--- src/rtl/calendar_date_stepper_macros.svh ---
// Assertion helpers for the date stepper.
`ifndef CALENDAR_DATE_STEPPER_MACROS_SVH
`define CALENDAR_DATE_STEPPER_MACROS_SVH

// Same-cycle implication, checked outside reset.
`define CDS_ASSERT_IMP(label, ante, cons, msg) \
  label: assert property (@(posedge clk) disable iff (!rst_n) (ante) |-> (cons)) \
    else $error(msg);

// Next-cycle implication, checked outside reset.
`define CDS_ASSERT_NXT(label, ante, cons, msg) \
  label: assert property (@(posedge clk) disable iff (!rst_n) (ante) |=> (cons)) \
    else $error(msg);

`endif

--- src/rtl/cds_pkg.sv ---
`default_nettype none

package cds_pkg;

  localparam int STEP_BITS = 16;
  localparam int CNT_W     = STEP_BITS + 1;

  localparam logic [11:0] YEAR_LO  = 12'd1970;
  localparam logic [11:0] YEAR_HI  = 12'd2037;
  localparam logic [11:0] YEAR_MAX = 12'd4095;
  localparam logic [11:0] YEAR_RST = 12'd1970;

  localparam logic [3:0] MON_JAN = 4'd1;
  localparam logic [3:0] MON_FEB = 4'd2;
  localparam logic [3:0] MON_APR = 4'd4;
  localparam logic [3:0] MON_JUN = 4'd6;
  localparam logic [3:0] MON_SEP = 4'd9;
  localparam logic [3:0] MON_NOV = 4'd11;
  localparam logic [3:0] MON_DEC = 4'd12;

  typedef struct packed {
    logic               mode;
    logic [4:0]         new_day;
    logic [3:0]         new_month;
    logic [11:0]        new_year;
    logic signed [15:0] step_count;
  } cds_in_t;

  typedef struct packed {
    logic [4:0]  cur_day;
    logic [3:0]  cur_month;
    logic [11:0] cur_year;
    logic        load_rejected;
    logic        range_hit;
  } cds_out_t;

  typedef enum logic [2:0] {
    ST_IDLE,
    ST_LEAP_LD,
    ST_LOAD,
    ST_LEAP_WK,
    ST_WALK,
    ST_DONE
  } cds_state_t;

  typedef enum logic {
    LEAP_CUR,
    LEAP_LD
  } leap_sel_t;

  typedef struct packed {
    logic      capture;
    leap_sel_t leap_sel;
    logic      load_exec;
    logic      walk_exec;
    logic      out_load;
  } cds_cmd_t;

  typedef struct packed {
    logic walk_done;
    logic out_free;
  } cds_stat_t;

  // y/100 by reciprocal multiply (exact for 12-bit years), then the usual rule
  function automatic logic is_leap(input logic [11:0] y);
    logic [24:0] prod;
    logic [5:0]  q;
    logic [11:0] hund;
    prod = {13'd0, y} * 25'd5243;
    q    = prod[24:19];
    hund = {q, 6'd0} + {1'b0, q, 5'd0} + {4'd0, q, 2'd0};
    return (y == 12'd0) || ((y[1:0] == 2'd0) && ((y != hund) || (q[1:0] == 2'd0)));
  endfunction

  function automatic logic [4:0] month_len(input logic [3:0] m, input logic leap);
    logic [4:0] len;
    case (m)
      MON_APR, MON_JUN, MON_SEP, MON_NOV: len = 5'd30;
      MON_FEB: len = leap ? 5'd29 : 5'd28;
      default: len = 5'd31;
    endcase
    return len;
  endfunction

endpackage

`default_nettype wire

--- src/rtl/calendar_date_stepper.sv ---
// Calendar date stepper: holds a Gregorian date and loads or steps it.
// Input channel (in_valid / in_stall / in_data): one beat is either a load
// (mode 0: date checked for 1970..2037 and a real day of month) or a step
// (mode 1: signed day count). Result channel (out_valid / out_stall /
// out_data): one beat per input beat with the date afterwards, a reject flag
// for a bad load and a flag when a step ran into 1 Jan 0 or 31 Dec 4095.
// Order of work: a load goes through a leap lookup for the new year, then the
// check and load, then the output register. A step walks one month per pass
// (leap lookup, then month update) until the count is used up or a bound is
// hit, then loads the output register.
// One item is in work at a time; in_stall is low only while idle. The result
// sits in an output register, so the next beat is taken while it waits.
// While out_stall is high the result beat holds and a finished item waits
// in the controller until the register frees.
// Reset (synchronous, rst_n low) sets the date to 1 Jan 1970 and clears both
// channels.
`default_nettype none
`include "calendar_date_stepper_macros.svh"

module calendar_date_stepper import cds_pkg::*; (
  input  wire logic    clk,
  input  wire logic    rst_n,
  input  wire logic    in_valid,
  output logic         in_stall,
  input  wire cds_in_t in_data,
  output logic         out_valid,
  input  wire logic    out_stall,
  output cds_out_t     out_data
);

  cds_cmd_t  cmd;
  cds_stat_t stat;

  cds_ctrl u_ctrl (
    .clk      (clk),
    .rst_n    (rst_n),
    .in_valid (in_valid),
    .in_mode  (in_data.mode),
    .in_stall (in_stall),
    .stat     (stat),
    .cmd      (cmd)
  );

  cds_datapath u_datapath (
    .clk       (clk),
    .rst_n     (rst_n),
    .in_data   (in_data),
    .cmd       (cmd),
    .stat      (stat),
    .out_valid (out_valid),
    .out_data  (out_data),
    .out_stall (out_stall)
  );

  `CDS_ASSERT_NXT(a_busy_after_accept, in_valid && !in_stall, in_stall, "accepted beat did not busy the block")
  `CDS_ASSERT_IMP(a_flags_exclusive, out_valid, !(out_data.load_rejected && out_data.range_hit), "both flags set")
  `CDS_ASSERT_IMP(a_hit_at_bound, out_valid && out_data.range_hit, ((out_data.cur_day == 5'd31) && (out_data.cur_month == MON_DEC) && (out_data.cur_year == YEAR_MAX)) || ((out_data.cur_day == 5'd1) && (out_data.cur_month == MON_JAN) && (out_data.cur_year == 12'd0)), "range hit away from a bound")

endmodule

`default_nettype wire

--- src/rtl/cds_ctrl.sv ---
`default_nettype none

module cds_ctrl import cds_pkg::*; (
  input  wire logic      clk,
  input  wire logic      rst_n,
  input  wire logic      in_valid,
  input  wire logic      in_mode,
  output logic           in_stall,
  input  wire cds_stat_t stat,
  output cds_cmd_t       cmd
);

  cds_state_t state_r, state_nxt;

  always_ff @(posedge clk) begin
    if (!rst_n) begin
      state_r <= ST_IDLE;
    end else begin
      state_r <= state_nxt;
    end
  end

  always_comb begin
    state_nxt     = state_r;
    cmd           = '0;
    cmd.leap_sel  = LEAP_CUR;
    in_stall      = 1'b1;
    case (state_r)
      ST_IDLE: begin
        in_stall = 1'b0;
        if (in_valid) begin
          cmd.capture = 1'b1;
          state_nxt   = in_mode ? ST_LEAP_WK : ST_LEAP_LD;
        end
      end
      ST_LEAP_LD: begin
        cmd.leap_sel = LEAP_LD;
        state_nxt    = ST_LOAD;
      end
      ST_LOAD: begin
        cmd.load_exec = 1'b1;
        state_nxt     = ST_DONE;
      end
      ST_LEAP_WK: begin
        state_nxt = ST_WALK;
      end
      ST_WALK: begin
        cmd.walk_exec = 1'b1;
        state_nxt     = stat.walk_done ? ST_DONE : ST_LEAP_WK;
      end
      ST_DONE: begin
        if (stat.out_free) begin
          cmd.out_load = 1'b1;
          state_nxt    = ST_IDLE;
        end
      end
      default: begin
        state_nxt = ST_IDLE;
      end
    endcase
  end

endmodule

`default_nettype wire

--- src/rtl/cds_datapath.sv ---
`default_nettype none

module cds_datapath import cds_pkg::*; (
  input  wire logic     clk,
  input  wire logic     rst_n,
  input  wire cds_in_t  in_data,
  input  wire cds_cmd_t cmd,
  output cds_stat_t     stat,
  output logic          out_valid,
  output cds_out_t      out_data,
  input  wire logic     out_stall
);

  logic [4:0]       day_r, day_nxt;
  logic [3:0]       month_r, month_nxt;
  logic [11:0]      year_r, year_nxt;
  logic [CNT_W-1:0] cnt_r, cnt_nxt;
  logic             back_r, back_nxt;
  logic             fill_r, fill_nxt;
  logic             rej_r, rej_nxt;
  logic             hit_r, hit_nxt;
  logic [4:0]       ld_day_r;
  logic [3:0]       ld_month_r;
  logic [11:0]      ld_year_r;
  logic             leap_r;
  logic             out_valid_r, out_valid_nxt;
  cds_out_t         out_data_r;

  logic [11:0]      leap_src;
  logic [4:0]       len;
  logic [4:0]       day_eff;
  logic [4:0]       left;
  logic             fwd_fits, bwd_fits, at_top, at_bot;
  logic             ld_ok;
  logic [CNT_W-1:0] step_ext;
  logic [CNT_W-1:0] step_mag;

  assign leap_src = (cmd.leap_sel == LEAP_LD) ? ld_year_r : year_r;
  assign len      = month_len(month_r, leap_r);
  // after a backward month change the day is the new month's last day
  assign day_eff  = fill_r ? len : day_r;
  assign left     = len - day_r;
  assign fwd_fits = cnt_r <= CNT_W'(left);
  assign bwd_fits = cnt_r < CNT_W'(day_eff);
  assign at_top   = (month_r == MON_DEC) && (year_r == YEAR_MAX);
  assign at_bot   = (month_r == MON_JAN) && (year_r == 12'd0);

  assign stat.walk_done = back_r ? (bwd_fits || at_bot) : (fwd_fits || at_top);
  assign stat.out_free  = !out_valid_r || !out_stall;

  assign ld_ok = (ld_year_r >= YEAR_LO) && (ld_year_r <= YEAR_HI) &&
                 (ld_month_r >= MON_JAN) && (ld_month_r <= MON_DEC) &&
                 (ld_day_r != 5'd0) && (ld_day_r <= month_len(ld_month_r, leap_r));

  assign step_ext = CNT_W'(signed'(in_data.step_count[STEP_BITS-1:0]));
  assign step_mag = in_data.step_count[STEP_BITS-1] ? (CNT_W'(0) - step_ext) : step_ext;

  always_comb begin
    day_nxt   = day_r;
    month_nxt = month_r;
    year_nxt  = year_r;
    cnt_nxt   = cnt_r;
    back_nxt  = back_r;
    fill_nxt  = fill_r;
    rej_nxt   = rej_r;
    hit_nxt   = hit_r;
    if (cmd.capture) begin
      cnt_nxt  = step_mag;
      back_nxt = in_data.step_count[STEP_BITS-1];
      fill_nxt = 1'b0;
      rej_nxt  = 1'b0;
      hit_nxt  = 1'b0;
    end else if (cmd.load_exec) begin
      if (ld_ok) begin
        day_nxt   = ld_day_r;
        month_nxt = ld_month_r;
        year_nxt  = ld_year_r;
      end else begin
        rej_nxt = 1'b1;
      end
    end else if (cmd.walk_exec) begin
      if (back_r) begin
        fill_nxt = 1'b0;
        if (bwd_fits) begin
          day_nxt = day_eff - cnt_r[4:0];
        end else if (at_bot) begin
          day_nxt = 5'd1;
          hit_nxt = 1'b1;
        end else begin
          cnt_nxt  = cnt_r - CNT_W'(day_eff);
          fill_nxt = 1'b1;
          if (month_r == MON_JAN) begin
            month_nxt = MON_DEC;
            year_nxt  = year_r - 12'd1;
          end else begin
            month_nxt = month_r - 4'd1;
          end
        end
      end else begin
        if (fwd_fits) begin
          day_nxt = day_r + cnt_r[4:0];
        end else if (at_top) begin
          day_nxt = 5'd31;
          hit_nxt = 1'b1;
        end else begin
          cnt_nxt = cnt_r - (CNT_W'(left) + CNT_W'(1));
          day_nxt = 5'd1;
          if (month_r == MON_DEC) begin
            month_nxt = MON_JAN;
            year_nxt  = year_r + 12'd1;
          end else begin
            month_nxt = month_r + 4'd1;
          end
        end
      end
    end
  end

  always_comb begin
    out_valid_nxt = out_valid_r;
    if (cmd.out_load) begin
      out_valid_nxt = 1'b1;
    end else if (!out_stall) begin
      out_valid_nxt = 1'b0;
    end
  end

  always_ff @(posedge clk) begin
    if (!rst_n) begin
      day_r       <= 5'd1;
      month_r     <= MON_JAN;
      year_r      <= YEAR_RST;
      fill_r      <= 1'b0;
      out_valid_r <= 1'b0;
    end else begin
      day_r       <= day_nxt;
      month_r     <= month_nxt;
      year_r      <= year_nxt;
      fill_r      <= fill_nxt;
      out_valid_r <= out_valid_nxt;
    end
  end

  always_ff @(posedge clk) begin
    cnt_r  <= cnt_nxt;
    back_r <= back_nxt;
    rej_r  <= rej_nxt;
    hit_r  <= hit_nxt;
    leap_r <= is_leap(leap_src);
    if (cmd.capture) begin
      ld_day_r   <= in_data.new_day;
      ld_month_r <= in_data.new_month;
      ld_year_r  <= in_data.new_year;
    end
    if (cmd.out_load) begin
      out_data_r.cur_day       <= day_r;
      out_data_r.cur_month     <= month_r;
      out_data_r.cur_year      <= year_r;
      out_data_r.load_rejected <= rej_r;
      out_data_r.range_hit     <= hit_r;
    end
  end

  assign out_valid = out_valid_r;
  assign out_data  = out_data_r;

endmodule

`default_nettype wire
--- config.mk ---
export PLATFORM = sky130hd
export DESIGN_NAME = calendar_date_stepper
export DESIGN_NICKNAME = d
export VERILOG_FILES = /design/src/rtl/cds_pkg.sv /design/src/rtl/calendar_date_stepper.sv /design/src/rtl/cds_ctrl.sv /design/src/rtl/cds_datapath.sv
export VERILOG_INCLUDE_DIRS = /design/src /design/src/rtl
export SDC_FILE = /design/constraint.sdc
export NUM_CORES = 1
export LEC_CHECK = 0
export BUFFER_PORTS_ARGS = -buffer_cell sky130_fd_sc_hd__buf_4
export CAP_MARGIN = 30
export CORE_MARGIN = 1.5
export CORE_UTILIZATION = 56
export DETAILED_ROUTE_END_ITERATION = 16
export HOLD_SLACK_MARGIN = 0.15
export MAX_ROUTING_LAYER = met4
export PLACE_DENSITY = 0.8
export SLEW_MARGIN = 15
export SYNTH_ARGS = -nofsm -noshare
export SYNTH_HDL_FRONTEND = slang
export SYNTH_SLANG_ARGS = --single-unit
--- constraint.sdc ---
create_clock -name clk -period 7.35 [get_ports clk]
set_input_delay 0.735 -clock clk [delete_from_list [all_inputs] [get_ports clk]]
set_output_delay 0.735 -clock clk [all_outputs]
set_load 0.1 [all_outputs]
### Word level (Yosys, flattened, before mapping)

Cells that the tools add are included.
Widths: inputs -> output; s select.

* register bits: 91
* latch bits: 0
* bits in writable memories: 0
* ROM bits: 0
* bits of input ports: 42
* logic and storage cells: 182
* memories kept: 0

* add/sub/neg operators: 13
* $mul: 1
* divide/modulo/power cells: 0
* order comparisons: 7
* equality and inequality tests: 37
* shift operators: 0
* multiplexer cells: 65
* bitwise operators: 4
* reduce and logical (&&, ||, !) cells: 36

Operator list (count)
* $mux 17: 9
* $mux 12: 11
* $mux 5: 9
* $mux 4: 10
* $mul 12x13->25 const B: 1
* $logic_not 12->1: 2
* $eq 4x4->1 const B: 5
* $pmux 5 s2: 2
* $mux 1: 19
* $pmux 3 s6: 1
* $le 17x5->1: 1
* $lt 17x5->1: 1
* $sub 1x16->17 const A: 1
* $sub 17x17->17: 1
* $sub 17x5->17: 1
* $eq 4x3->1 const B: 4
* $ne 3x3->1 const B: 5
* $add 12x1->12 const B: 1
* $add 12x11->12: 1
* $add 12x8->12: 1
* $eq 12x12->1 const B: 1
* $ge 12x11->1 const B: 1
* $le 12x11->1 const B: 1
* $ne 12x12->1: 1
* 37 further kinds: 73

### Depth between registers and ports, before layout

* depth after elaboration: 12
* gate-level depth with buffers: 37
* gate-level depth less buffers: 36

### Hierarchy

From an unflattened synthesis, not the netlist that was laid out.

* cells, all modules: 946
* area, all modules: 9162.5 um^2

By module, submodules not included
* cds_datapath: times used 1, cells an instance 918, area an instance 8929.8 um^2, seq. area each 2382.3 um^2
* cds_ctrl: times used 1, cells an instance 28, area an instance 232.7 um^2, seq. area each 60.1 um^2

### Worst setup path after synthesis

OpenSTA, ideal clock, no wires.

* path kind: reg-to-reg
* start point: reg u_ctrl.state_r[2]
* end point: reg u_datapath.leap_r
* arrival: 7.803 ns
* path slack: -0.573 ns
* cell stages (with the launch flop): 37
* clock period less this slack: 7.923 ns
* path through: dfxtp_1 -> nor3b_1 -> buf_2 -> nor2_1 -> a21oi_1 -> inv_1 -> ha_1 -> inv_1 -> ha_1 -> or2_2 -> ha_1 -> inv_1 -> fa_1 -> inv_1 -> fa_1 -> inv_1 -> fa_1 -> inv_1 -> ha_1 -> nand4_1 -> nor2_1 -> o211ai_1 -> a311oi_1 -> a21o_1 -> a21oi_1 -> o21ba_2 -> xor2_1 -> fa_1 -> inv_1 -> ha_1 -> a21o_1 -> a21o_1 -> a21o_1 -> a21oi_1 -> xnor2_1 -> nand4_1 -> o31a_1

* word-level cells in the longest chain between the ends: 10
* elaborated cells between the ends (all ways): 13
* classes of those cells: add/sub: 2; mul: 1; eq/ne: 2; mux: 2; reduce/logical: 6

Ends and longest elaborated chain
* start: declaration: line cds_ctrl.sv:13 `cds_state_t state_r, state_nxt;`
* start signal: assignment: line cds_ctrl.sv:19 `state_r <= state_nxt;`
* $eq 3x1->1 *: line cds_ctrl.sv:28 `case (state_r)`
* $mux 1 *: line cds_ctrl.sv:28
* $mux 12 *: line cds_datapath.sv:38 `assign leap_src = (cmd.leap_sel == LEAP_LD) ? ld_year_r : year_r;`
* $mul 12x13->25: line cds_pkg.sv:69 `prod = {13'd0, y} * 25'd5243;`
* $add 12x11->12: line cds_pkg.sv:71 `hund = {q, 6'd0} + {1'b0, q, 5'd0} + {4'd0, q, 2'd0};`
* $add 12x8->12: line cds_pkg.sv:71
* $ne 12x12->1: line cds_pkg.sv:72 `return (y == 12'd0) || ((y[1:0] == 2'd0) && ((y != hund) || (q[1:0] == 2'd0)));`
* $logic_or 1x1->1: line cds_pkg.sv:72
* $logic_and 1x1->1: line cds_pkg.sv:72
* $logic_or 1x1->1 *: line cds_pkg.sv:72
* end signal: assignment: line cds_datapath.sv:149 `leap_r <= is_leap(leap_src);`
* end: declaration: line cds_datapath.sv:25 `logic leap_r;`

Every way passes the cells marked *; elsewhere a longest branch is shown, timed or not.
A chain may end at the register's enable or synchronous reset.

### Final worst setup path

* start point: reg u_ctrl.state_r[1]
* end point: reg u_datapath.leap_r

The elaborated chain is that of the path after synthesis.

==> impl_metrics.tcl <==
set metrics [dict create \
    dieWidth_um 130.7 \
    htree_levels 3 \
    synth_seq_cells 91 \
    routedWlPerCell_um 18.72 \
    slew_headroom 0.5264 \
    area_delta_synth_final_pct 25.59 \
    maxCapViolCount 0 \
    violations "negative setup slack" \
    setup_ws_ps -552.1 \
    final_hold_viol_count 0 \
    drc 0 \
    post-dp-hpwl_um 17720 \
    fin_cells 1337 \
    final_common_cell "buf_4" \
    drt-initial-drc-count 653 \
    status "complete, but fails checks" \
    die_h_um 130.7 \
    dr.pass1.iters 8 \
    ys_warn_count 0 \
    grt_pass1_vias 7680 \
    io_pins 67 \
    setup_viol 1 \
    rows 46 \
    detail-route-antenna-nets 0 \
    ctsHoldBuffers 0 \
    insertion_delay_ps 340 \
    cts_tree "yes" \
    arrival_ps 8130 \
    finalCritPeriodShare 1.075 \
    cp_slowest_cell "fa_1" \
    dieArea_um2 17090 \
    vias_per_cell 5.916 \
    final_nets 1345 \
    place_congestion 0.9316 \
    wirelength_um 25020 \
    required_ps 7580 \
    most-common-layout-cells "151 x buf_4, 114 x ha_1, 113 x inv_1, 62 x edfxtp_1, 60 x nand2_1" \
    synth_area_per_cell_um2 9.496 \
    cp.buffers_inverters 6 \
    synthDistinctLibCells 72 \
    crit_path_max_fanout 7 \
    ys_seq_area_frac 0.2674 \
    antenna_found_initial 0 \
    core_um2 15890 \
    fin_crit_ps 7902 \
    diodes 0 \
    cts-root-buf "clkbuf_16" \
    nFillCells 1107 \
    worst_pin_slew_ps 703.9 \
    clkTransAtPathRegs_ps 70 \
    rsz0062_at_grt "true" \
    fin_worst_skew_ps 9.038 \
    multi_input_area_um2 6644 \
    critPathKind "reg2reg" \
    grt_max_degree 37 \
    synth_edf_count 62 \
    cpLargestDelayFamily "adder cells" \
    worst_setup_path_end_kind "flop" \
    critPathLaunchType "flop" \
    crit_top_cell "fa_1" \
    portBuffers 66 \
    cts_buffer_depth 2 \
    track_usage 0.2970 \
    synthCells 962 \
    fmax_mhz 126.5 \
    synthesis.area_um2 9135 \
    yosys_most_used_dff "edfxtp_1" \
    synth_fp_nets 1191 \
    start_util 0.5751 \
    dp_cells 1296 \
    clock-sinks 91 \
    drive_gt1_frac 0.2542 \
    numCtsBuffers 9 \
    ys_async_sr_fraction 0 \
    grt-ovfl-total 0 \
    min_path_type "reg2reg" \
    drv_slew 0 \
    vias 7910 \
    grt_pass1_wl_um 38230 \
    regArea_um2 2449 \
    max_stage_delay_ps 580 \
]
==> path summary, 6_finish.rpt <==
kind                             startpoint  slack (ps)  depth (start not counted)                          endpoint
min           u_datapath.hit_r$_SDFFE_PP0P_         450                          0  u_datapath.out_data[0]$_DFFE_PP_
min reg2reg   u_datapath.hit_r$_SDFFE_PP0P_         450                          0  u_datapath.out_data[0]$_DFFE_PP_
max          u_ctrl.state_r[1]$_SDFFE_PN0P_        -550                         30         u_datapath.leap_r$_DFF_P_
max reg2reg  u_ctrl.state_r[1]$_SDFFE_PN0P_        -550                         30         u_datapath.leap_r$_DFF_P_
==> synthesized netlist by cell type, types with 6 or more instances <==
master,count,area (um2)
a211oi_1,12,90.09
a21o_1,18,135.1
a21oi_1,43,215.2
and3_1,7,43.79
clkbuf_1,17,63.81
dfxtp_1,29,580.6
edfxtp_1,62,1862
fa_1,49,980.9
ha_1,138,1727
inv_1,131,491.7
mux2i_1,11,110.1
nand2_1,60,225.2
nand2b_1,13,81.33
nand3_1,16,80.08
nand4_1,7,43.79
nor2_1,56,210.2
nor2b_1,12,75.07
nor3_1,25,125.1
nor4_1,11,68.82
o211a_1,6,60.06
o211ai_1,12,90.09
o21ai_0,44,220.2
o31ai_1,6,45.04
or2_2,8,50.05
or3_1,7,43.79
xnor2_1,48,420.4
xor2_1,25,219.0
==> cell families after synthesis <==
family / after synthesis / synth area share
buffers and inverters: 155 / 0.06561
flip-flops: 91 / 0.2674
AO/OA/AOI/OAI: 203 / 0.1511
XOR/XNOR: 74 / 0.07246
AND/OR/NAND/NOR: 238 / 0.1314
multiplexers: 14 / 0.01575
adder cells (fa/ha/maj): 187 / 0.2964
==> stage by stage <==
stage | utilization | hold slack (ps) | area (um2) | setup WS, ps | setup TNS, ps
5_1_grt | 0.7222 | 462.9 | 11470 | -753.5 | -753.5
6_report | 0.7222 | 452.5 | 11470 | -552.1 | -552.1
4_1_cts | 0.7075 | 449.8 | 11240 | -166.7 | -166.7
2_1_floorplan | - | 406.4 | 9295 | 14.46 | 0
3_3_place_gp | 0.6627 | 430.7 | 10530 | -203.7 | -203.7
3_5_place_dp | 0.6627 | 432.7 | 10530 | -329.5 | -329.5
==> registers in the layout, indices dropped and copies added (netlist names) <==
register and cells:
u_datapath.fill_r 1, u_datapath.cnt_r 17, u_datapath.ld_year_r 12, u_datapath.leap_r 1, u_datapath.out_data 23, u_datapath.hit_r 1, u_ctrl.state_r 3, u_datapath.ld_day_r 5
u_datapath.ld_month_r 4, u_datapath.year_r 12, u_datapath.month_r 4, u_datapath.rej_r 1, u_datapath.back_r 1, u_datapath.day_r 5, u_datapath.out_valid 1
==> what timing repair did <==
item                       in CTS  in global routing
pin swaps                      60                 57
resized for setup              60                 31
cloned                          1                  0
setup endpoints to repair       1                  1
buffers inserted               15                  9
==> final cells by class <==
cell class | instances | area share
repair buffers | 166 | 0.1162
multi-input cells | 716 | 0.5791
well taps | 216 | 0.02356
inverters | 132 | 0.04395
clock buffers | 12 | 0.02149
flip-flops and latches | 91 | 0.2134
clock inverters | 4 | 0.002290
==> metal layers <==
metal	vias up	GRT usage	routed length, um	part of all wire
met4	0	0.08533	736	0.029
met2	341	0.4882	12180	0.49
met5	-	-	0	0
met3	83	0.03420	1632	0.065
met1	3799	0.3894	10470	0.42
li1	3687	-	-	-
Power is not shown: default switching activity piles up to over one toggle a cycle in this logic, so the estimate is an artifact.
